$ cat config.mk
export PLATFORM = sky130hd
export DESIGN_NAME = rgb_to_yuv420_converter
export DESIGN_NICKNAME = d
export VERILOG_FILES = /design/src/rtl/rgb2yuv_pkg.sv /design/src/rtl/rgb2yuv_pos.sv /design/src/rtl/rgb2yuv_csc.sv /design/src/rtl/rgb2yuv_to_yuv420_converter_placeholder.sv /design/src/rtl/rgb_to_yuv420_converter.sv
export SDC_FILE = /design/constraint.sdc
export NUM_CORES = 1
export LEC_CHECK = 0
export BUFFER_PORTS_ARGS = -buffer_cell sky130_fd_sc_hd__buf_2
export CORE_MARGIN = 10
export CORE_UTILIZATION = 68
export CTS_CLUSTER_DIAMETER = 50
export CTS_CLUSTER_SIZE = 14
export DETAILED_ROUTE_END_ITERATION = 8
export GPL_TIMING_DRIVEN = 0
export PLACE_DENSITY = 0.85
export RECOVER_POWER = 50
export SYNTH_ARGS = -nofsm -noshare
export SYNTH_HDL_FRONTEND = slang
export SYNTH_SLANG_ARGS = --single-unit
$ cat constraint.sdc
create_clock -name clock -period 9.95 [get_ports clock]
set_clock_uncertainty 0.2 [all_clocks]
set_input_delay 0.4975 -clock clock [delete_from_list [all_inputs] [get_ports clock]]
set_output_delay 0.4975 -clock clock [all_outputs]
set_load 0.01 [all_outputs]
$ cat src/rtl/rgb2yuv_pkg.sv
// shared types and constants for the rgb to yuv 4:2:0 converter
`timescale 1ns / 1ps

package rgb2yuv_pkg;

   localparam int MAX_WIDTH  = 4096;
   localparam int MAX_HEIGHT = 4096;

   localparam int DIM_W   = 13;  // configuration register width
   localparam int COUNT_W = 12;  // column and row counter width
   localparam int CSR_IDX_W = 2;

   localparam logic [DIM_W-1:0] WIDTH_RESET  = DIM_W'(1920);
   localparam logic [DIM_W-1:0] HEIGHT_RESET = DIM_W'(1080);
   localparam logic [DIM_W-1:0] STRIDE_RESET = DIM_W'(1920);

   typedef enum logic [CSR_IDX_W-1:0] {
      CSR_FRAME_WIDTH  = 2'd0,
      CSR_FRAME_HEIGHT = 2'd1,
      CSR_ROW_STRIDE   = 2'd2
   } csr_index_type;

   typedef struct packed {
      logic [7:0] red;
      logic [7:0] green;
      logic [7:0] blue;
      logic [7:0] alpha;
   } pixel_type;

   typedef struct packed {
      logic [7:0] luma;
      logic       chroma_valid;
      logic [7:0] cb;
      logic [7:0] cr;
      logic       row_last;
      logic       frame_last;
   } yuv_type;

   // position flags of one source pixel, passed from the tracker to the datapath
   typedef struct packed {
      logic visible;
      logic chroma;
      logic row_last;
      logic frame_last;
   } pos_info_type;

endpackage

$ cat src/rtl/rgb2yuv_pos.sv
// configuration registers and raster position tracker
`timescale 1ns / 1ps

module rgb2yuv_pos
   import rgb2yuv_pkg::*;
(
   input  logic                   clock,
   input  logic                   reset,
   input  logic                   csr_valid,
   input  logic [CSR_IDX_W-1:0]   csr_index,
   input  logic [DIM_W-1:0]       csr_data,
   input  logic                   advance,
   output pos_info_type           pos_info
);

   localparam logic [DIM_W-1:0] MAX_W = DIM_W'(MAX_WIDTH);
   localparam logic [DIM_W-1:0] MAX_H = DIM_W'(MAX_HEIGHT);
   localparam logic [DIM_W-1:0] ONE   = DIM_W'(1);

   logic [DIM_W-1:0]   width_ff, width_in;
   logic [DIM_W-1:0]   height_ff, height_in;
   logic [DIM_W-1:0]   stride_ff, stride_in;
   logic [COUNT_W-1:0] col_ff, col_in;
   logic [COUNT_W-1:0] row_ff, row_in;

   logic [DIM_W-1:0] w_eff, h_eff, st_clamp, st_eff;
   logic [DIM_W-1:0] col_ext, row_ext;
   logic             row_end, frame_end;

   function automatic logic [DIM_W-1:0] clamp_dim(input logic [DIM_W-1:0] v,
                                                  input logic [DIM_W-1:0] hi);
      logic [DIM_W-1:0] r;
      if (v == '0) begin
         r = ONE;
      end else if (v > hi) begin
         r = hi;
      end else begin
         r = v;
      end
      return r;
   endfunction

   always_comb begin
      width_in  = width_ff;
      height_in = height_ff;
      stride_in = stride_ff;
      if (csr_valid) begin
         case (csr_index)
            CSR_FRAME_WIDTH: begin
               width_in = csr_data;
            end
            CSR_FRAME_HEIGHT: begin
               height_in = csr_data;
            end
            CSR_ROW_STRIDE: begin
               stride_in = csr_data;
            end
            default: begin
            end
         endcase
      end
   end

   always_comb begin
      w_eff    = clamp_dim(width_ff, MAX_W);
      h_eff    = clamp_dim(height_ff, MAX_H);
      st_clamp = clamp_dim(stride_ff, MAX_W);
      st_eff   = (st_clamp < w_eff) ? w_eff : st_clamp;
      col_ext  = {1'b0, col_ff};
      row_ext  = {1'b0, row_ff};
      row_end   = col_ext >= st_eff - ONE;
      frame_end = row_ext >= h_eff - ONE;

      pos_info.visible    = col_ext < w_eff;
      pos_info.chroma     = !col_ff[0] && !row_ff[0];
      pos_info.row_last   = col_ext == w_eff - ONE;
      pos_info.frame_last = (col_ext == w_eff - ONE) && (row_ext == h_eff - ONE);

      col_in = col_ff;
      row_in = row_ff;
      if (advance) begin
         if (row_end) begin
            col_in = '0;
            row_in = frame_end ? '0 : row_ff + COUNT_W'(1);
         end else begin
            col_in = col_ff + COUNT_W'(1);
         end
      end
   end

   always_ff @(posedge clock) begin
      if (reset) begin
         width_ff  <= WIDTH_RESET;
         height_ff <= HEIGHT_RESET;
         stride_ff <= STRIDE_RESET;
         col_ff    <= '0;
         row_ff    <= '0;
      end else begin
         width_ff  <= width_in;
         height_ff <= height_in;
         stride_ff <= stride_in;
         col_ff    <= col_in;
         row_ff    <= row_in;
      end
   end

endmodule

$ cat src/rtl/rgb2yuv_csc.sv
// bt.601 studio range color conversion, constant weights
`timescale 1ns / 1ps

module rgb2yuv_csc
   import rgb2yuv_pkg::*;
(
   input  pixel_type    pixel,
   input  pos_info_type pos_info,
   output yuv_type      yuv
);

   localparam logic [15:0] Y_R  = 16'd65;
   localparam logic [15:0] Y_G  = 16'd129;
   localparam logic [15:0] Y_B  = 16'd25;
   localparam logic [15:0] CB_R = 16'd38;
   localparam logic [15:0] CB_G = 16'd74;
   localparam logic [15:0] C_HI = 16'd112;
   localparam logic [15:0] CR_G = 16'd94;
   localparam logic [15:0] CR_B = 16'd18;
   localparam logic [15:0] ROUND = 16'd128;
   // rounding plus the 128 offset moved ahead of the shift keeps the sums positive
   localparam logic [15:0] C_BIAS = 16'd32896;
   localparam logic [7:0]  Y_OFFSET = 8'd16;

   logic [15:0] r16, g16, b16;
   logic [15:0] y_sum, cb_sum, cr_sum;

   always_comb begin
      r16 = {8'd0, pixel.red};
      g16 = {8'd0, pixel.green};
      b16 = {8'd0, pixel.blue};

      y_sum  = r16 * Y_R + g16 * Y_G + b16 * Y_B + ROUND;
      cb_sum = b16 * C_HI + C_BIAS - (r16 * CB_R + g16 * CB_G);
      cr_sum = r16 * C_HI + C_BIAS - (g16 * CR_G + b16 * CR_B);

      yuv.luma         = y_sum[15:8] + Y_OFFSET;
      yuv.chroma_valid = pos_info.chroma;
      yuv.cb           = pos_info.chroma ? cb_sum[15:8] : 8'd0;
      yuv.cr           = pos_info.chroma ? cr_sum[15:8] : 8'd0;
      yuv.row_last     = pos_info.row_last;
      yuv.frame_last   = pos_info.frame_last;
   end

endmodule

$ cat src/rtl/rgb2yuv_to_yuv420_converter_placeholder.sv
// pixel input register stage with position flags
`timescale 1ns / 1ps

module rgb2yuv_in_stage
   import rgb2yuv_pkg::*;
(
   input  logic         clock,
   input  logic         reset,
   input  logic         load,
   input  logic         drain,
   input  pixel_type    pixel,
   input  pos_info_type pos_info,
   output logic         valid,
   output pixel_type    pixel_q,
   output pos_info_type pos_q
);

   logic         valid_ff, valid_in;
   pixel_type    pixel_ff;
   pos_info_type pos_ff;

   // padding pixels load a bubble
   always_comb begin
      valid_in = valid_ff;
      if (load) begin
         valid_in = pos_info.visible;
      end else if (drain) begin
         valid_in = 1'b0;
      end
   end

   always_ff @(posedge clock) begin
      if (reset) begin
         valid_ff <= 1'b0;
      end else begin
         valid_ff <= valid_in;
      end
   end

   always_ff @(posedge clock) begin
      if (load) begin
         pixel_ff <= pixel;
         pos_ff   <= pos_info;
      end
   end

   assign valid   = valid_ff;
   assign pixel_q = pixel_ff;
   assign pos_q   = pos_ff;

endmodule

$ cat src/rtl/rgb_to_yuv420_converter.sv
// rgb to yuv 4:2:0 converter top level
//
//  channel | direction | beat contents
//  req     | in        | one rgba pixel in raster order, alpha ignored
//  rsp     | out       | luma, optional cb/cr pair, row and frame end flags
//  csr     | in        | register index and 13-bit value
//
// one pixel per clock sustained while rsp is ready; each visible pixel gives one rsp beat
// padding pixels are taken at the same rate and give no rsp beat
// latency is set by the input register and the result register around the color math
// reset restores the default geometry and puts the position at row 0, column 0
// a stalled rsp holds the result while the input register can still take one more pixel
`timescale 1ns / 1ps

module rgb_to_yuv420_converter
   import rgb2yuv_pkg::*;
(
   input  logic                 clock,
   input  logic                 reset,
   input  logic                 req_valid,
   output logic                 req_ready,
   input  pixel_type            req_data,
   output logic                 rsp_valid,
   input  logic                 rsp_ready,
   output yuv_type              rsp_data,
   input  logic                 csr_valid,
   output logic                 csr_ready,
   input  logic [CSR_IDX_W-1:0] csr_index,
   input  logic [DIM_W-1:0]     csr_data
);

   pos_info_type pos_info, s1_pos;
   pixel_type    s1_pixel;
   yuv_type      yuv;
   logic         s1_valid, s2_ready, s1_ready, req_fire, s1_move;
   logic         rsp_valid_ff, rsp_valid_in;
   yuv_type      rsp_data_ff;

   assign csr_ready = 1'b1;
   assign s2_ready  = !rsp_valid_ff || rsp_ready;
   assign s1_ready  = !s1_valid || s2_ready;
   assign req_ready = s1_ready;
   assign req_fire  = req_valid && s1_ready;
   assign s1_move   = s1_valid && s2_ready;

   rgb2yuv_pos u_pos (
      .clock     (clock),
      .reset     (reset),
      .csr_valid (csr_valid),
      .csr_index (csr_index),
      .csr_data  (csr_data),
      .advance   (req_fire),
      .pos_info  (pos_info)
   );

   rgb2yuv_in_stage u_in_stage (
      .clock    (clock),
      .reset    (reset),
      .load     (req_fire),
      .drain    (s1_move),
      .pixel    (req_data),
      .pos_info (pos_info),
      .valid    (s1_valid),
      .pixel_q  (s1_pixel),
      .pos_q    (s1_pos)
   );

   rgb2yuv_csc u_csc (
      .pixel    (s1_pixel),
      .pos_info (s1_pos),
      .yuv      (yuv)
   );

   always_comb begin
      rsp_valid_in = rsp_valid_ff;
      if (s1_move) begin
         rsp_valid_in = 1'b1;
      end else if (rsp_ready) begin
         rsp_valid_in = 1'b0;
      end
   end

   always_ff @(posedge clock) begin
      if (reset) begin
         rsp_valid_ff <= 1'b0;
      end else begin
         rsp_valid_ff <= rsp_valid_in;
      end
   end

   always_ff @(posedge clock) begin
      if (s1_move) begin
         rsp_data_ff <= yuv;
      end
   end

   assign rsp_valid = rsp_valid_ff;
   assign rsp_data  = rsp_data_ff;

`ifndef SYNTH
   // chroma fields are zero when no pair is carried
   assert property (@(posedge clock) disable iff (reset)
      rsp_valid && !rsp_data.chroma_valid |-> rsp_data.cb == 8'd0 && rsp_data.cr == 8'd0)
      else $error("cb/cr nonzero without chroma_valid");

   assert property (@(posedge clock) disable iff (reset)
      rsp_valid && rsp_data.frame_last |-> rsp_data.row_last)
      else $error("frame_last without row_last");

   // a full input register that cannot drain must block new pixels
   assert property (@(posedge clock) disable iff (reset)
      s1_valid && !s2_ready |-> !req_ready)
      else $error("input register overrun");

   assert property (@(posedge clock) disable iff (reset)
      s1_move |=> rsp_valid)
      else $error("result lost between stages");
`endif

endmodule
==> flow_metrics.env <==
export IMPL_cp_data_arrival_time_ns=7.44
export IMPL_yosysTopAreaCellShare=0.251
export IMPL_powerDensity_mw_per_mm2=281
export IMPL_ctsHoldBuffers=0
export IMPL_start_util=0.693
export IMPL_worst_r2r_startpoint="u_pos.stride_ff[4]$_SDFFE_PP0P_"
export IMPL_drv_slew=28
export IMPL_antennaDiodeCount=0
export IMPL_clock_sinks=119
export IMPL_status="complete, but fails checks"
export IMPL_path_buf_inv=2
export IMPL_fin_cells=1864
export IMPL_place_gp_congestion=0.946
export IMPL_numPortBuffers=72
export IMPL_dr_first_iter_drc_count=730
export IMPL_clkTransAtPathRegs_ns=0.07
export IMPL_cpPeakStageDelay_ns=0.54
export IMPL_async_flop_share=0
export IMPL_switchingPower_w=0.00187
export IMPL_wl_um=33900
export IMPL_syn_nets=1909
export IMPL_yosys_register_bits=119
export IMPL_core_rowCount=51
export IMPL_cap_violations=1
export IMPL_fmaxAchievable_ghz=0.136
export IMPL_critical_path_endpoint_type="flop"
export IMPL_cts_tree="yes"
export IMPL_cts_setup_buffers=0
export IMPL_cts_max_path_buffers=2
export IMPL_r2r_slack_ns=2.60
export IMPL_p_sw_frac=0.450
export IMPL_dpl_hpwl_um=26200
export IMPL_htree_levels=4
export IMPL_combPwrFrac=0.669
export IMPL_tightest_slew_ns=2.75
export IMPL_avgSynthCellArea_um2=9.09
export IMPL_grt_max_degree=37
export IMPL_reg2reg_depth=25
export IMPL_final_antenna_net_count=0
export IMPL_clk_latency_ns=0.44
export IMPL_min_path_type="input port to flop"
export IMPL_drc=0
export IMPL_fin_nets=2000
export IMPL_synth_common_cells="273 x ha_1, 217 x inv_1, 142 x nand2_1"
export IMPL_root_buffer="clkbuf_16"
export IMPL_drive_gt1_frac=0.0569
export IMPL_grt_pass1_vias=11400
export IMPL_hold_violations=0
export IMPL_setup_violations_final=0
export IMPL_cp_top_family="compound AO/OA/AOI/OAI gates"
export IMPL_path_class="flop to flop"
export IMPL_area_growth_pct=9.11
export IMPL_die_y_um=161
export IMPL_antenna_found_initial=0
export IMPL_post_route_period_util=0.738
export IMPL_synth_cell_types=71
export IMPL_cts_buffers=17
export IMPL_whs_endpoint="u_in_stage.pixel_q[8]$_DFFE_PP_"
export IMPL_seq_area_frac_synth=0.215
export IMPL_core_area_mm2=0.0196
export IMPL_hold_depth=1
export IMPL_drt_pass1_iter_count=6
export IMPL_r2r_end="u_pos.row_ff[10]$_SDFFE_PP0P_"
export IMPL_cp_max_fo=10
export IMPL_cts_resized=0
export IMPL_intPower_w=0.00229
export IMPL_synth_edf_count=54
export IMPL_start_kind="flop"
export IMPL_dieWidth_um=161
export IMPL_slew_headroom=-0.838
export IMPL_synthCells=1495
export IMPL_grt_ovfl_total=0
export IMPL_dp_cells=1832
export IMPL_grt_total_usage=0.266
export IMPL_vias=11100
export IMPL_crit_start="u_pos.stride_ff[4]$_SDFFE_PP0P_"
export IMPL_clkPwrFrac=0.151
export IMPL_ys_flop_type="dfxtp_1"
export IMPL_min_period_ns=7.35
export IMPL_post_synth_instance_area_mm2=0.0136
export IMPL_crit_slowest_cell="o21ai_1"
export IMPL_violations="capacitance limit, slew limit"
export IMPL_seqPwrFrac=0.180
export IMPL_ir_drop_mv=0.222
export IMPL_io_pins=82
export IMPL_routed_via_density=5.95
export IMPL_die_area_mm2=0.0260
export IMPL_synth_area_leaders="ha_1 25%, fa_1 13%, edfxtp_1 12%, dfxtp_1 9.6%, inv_1 6.0%"
export IMPL_p_leak_nw=7.27
export IMPL_wl_per_cell_um=18.2
export IMPL_cp_data_required_time_ns=10.04
export IMPL_setup_tns_ns=0
export IMPL_holdCritStartpoint="req_data[8]"
export IMPL_rsz0062_at_grt="no"
export IMPL_yosysTopAreaCell="ha_1"
export IMPL_grt_first_pass_wirelength_um=56300
export IMPL_yosys_warnings=0
export IMPL_post_synth_top_count_cell="ha_1"
[cell families (layout without fill, tap and decap cells)]
group | Yosys count | after routing | share of synthesized area
AOI/OAI and AO/OA | 255 | 255 | 0.118
buffers and inverters | 244 | 348 | 0.0679
other | 1 | 1 | 0.000276
muxes | 5 | 5 | 0.00378
xor gates and xnor gates | 102 | 102 | 0.0658
adders and majority gates | 362 | 362 | 0.383
DFF | 119 | 119 | 0.215
and+or+nand+nor | 407 | 407 | 0.146
[power groups by stage]
stage / Clock [W] / Combinational [W] / Sequential [W]
2_1_floorplan: 0 / 0.00207 / 0.000767
3_3_place_gp: 0 / 0.00258 / 0.000752
3_5_place_dp: 0 / 0.00272 / 0.000755
4_1_cts: 0.000628 / 0.00279 / 0.000745
5_1_grt: 0.000652 / 0.00317 / 0.000754
6_report: 0.000629 / 0.00278 / 0.000749
[placed cells by master, fill, tap and decap left out, drive strengths merged, types with 4 or more instances in the layout]
master  instances
a21oi          90
ha            273
or3            12
nor2b          19
o41ai           7
xnor2          69
and2           14
nand2b         16
o21bai         16
nand3b          4
and3b           6
fa             89
clkbuf         69
a31oi           6
nor3           33
xor2           33
a21boi          6
nor2           80
nand4          14
inv           226
dfxtp          65
and3           14
o21ai          52
a211oi          4
o211ai          6
o22ai           5
edfxtp         54
mux2i           4
o21a           15
clkinv          4
o31ai           4
nand2         142
nand3          32
a21o           20
nor4            8
buf            46
[how the worst max path moves through the flow]
stage                                                to  slack [ns]  cells after the start
after floorplan               rsp_data[8]$_SDFFCE_PN0P_        3.98                     23
after global placement     u_pos.row_ff[5]$_SDFFE_PP0P_        2.76                     25
after detailed placement  u_pos.row_ff[10]$_SDFFE_PP0P_        2.77                     25
after CTS                 u_pos.row_ff[10]$_SDFFE_PP0P_        2.75                     25
after global routing       u_pos.row_ff[8]$_SDFFE_PP0P_        2.07                     25
final                     u_pos.row_ff[10]$_SDFFE_PP0P_        2.60                     25
[worst register-to-register path: stages (launching register included)]
cell and delay (ns):
dfxtp_1 0.33, nor4_2 0.41, nand2_1 0.13, o41ai_1 0.38
and2_1 0.25, ha_1 0.27, a21o_1 0.17, a221o_1 0.30
a221oi_2 0.41, nand3b_1 0.38, clkbuf_1 0.30, buf_1 0.27
a21oi_1 0.19, ha_1 0.32, o21ai_0 0.21, mux2i_1 0.46
nor2_1 0.07, o21ai_0 0.24, o21ai_0 0.16, ha_1 0.30
nand3_1 0.08, nor3_1 0.20, a211o_1 0.32, nand4_2 0.23
o21ai_1 0.54, a21oi_1 0.10
[metal layers]
layer | global-route usage | wire length [um] | share of wire | vias up
li1 | - | - | - | 5304
met1 | 0.296 | 13300 | 0.39 | 5263
met2 | 0.481 | 17200 | 0.51 | 388
met3 | 0.0374 | 1640 | 0.048 | 127
met4 | 0.140 | 1740 | 0.051 | 0
met5 | 0 | 0 | 0 | -
[layout make-up]
type / count / area (um^2)
multi-input cells: 1132 / 9740
fillers: 1326 / 4770
flip-flops and latches: 119 / 2920
inverters: 218 / 818
clock buffers: 17 / 425
well taps: 265 / 332
repair buffers: 72 / 323
clock inverters: 15 / 156
plain buffers: 26 / 105
[flip-flops by register name, summed over array words and instances, names as in the netlist]
| signal | cells |
|---|---|
| rsp_data | 27 |
| u_in_stage.pixel_q | 24 |
| u_pos.height_ff | 13 |
| u_pos.stride_ff | 13 |
| u_pos.width_ff | 13 |
| u_pos.col_ff | 12 |
| u_pos.row_ff | 12 |
| u_in_stage.pos_q | 3 |
| rsp_valid | 1 |
| u_in_stage.valid | 1 |
[through the flow]
step	power, W	area [um^2]	setup WS [ns]	hold slack (ns)	utilization
2_1_floorplan	0.00283	13600	3.98	0.200	-
3_3_place_gp	0.00333	14300	2.76	0.202	0.729
3_5_place_dp	0.00347	14300	2.77	0.209	0.729
4_1_cts	0.00416	14900	2.75	0.0281	0.759
5_1_grt	0.00457	14800	2.07	0.0273	0.757
6_report	0.00416	14800	2.60	0.0313	0.757
No activity file was read; power rests on OpenSTA's default activity.
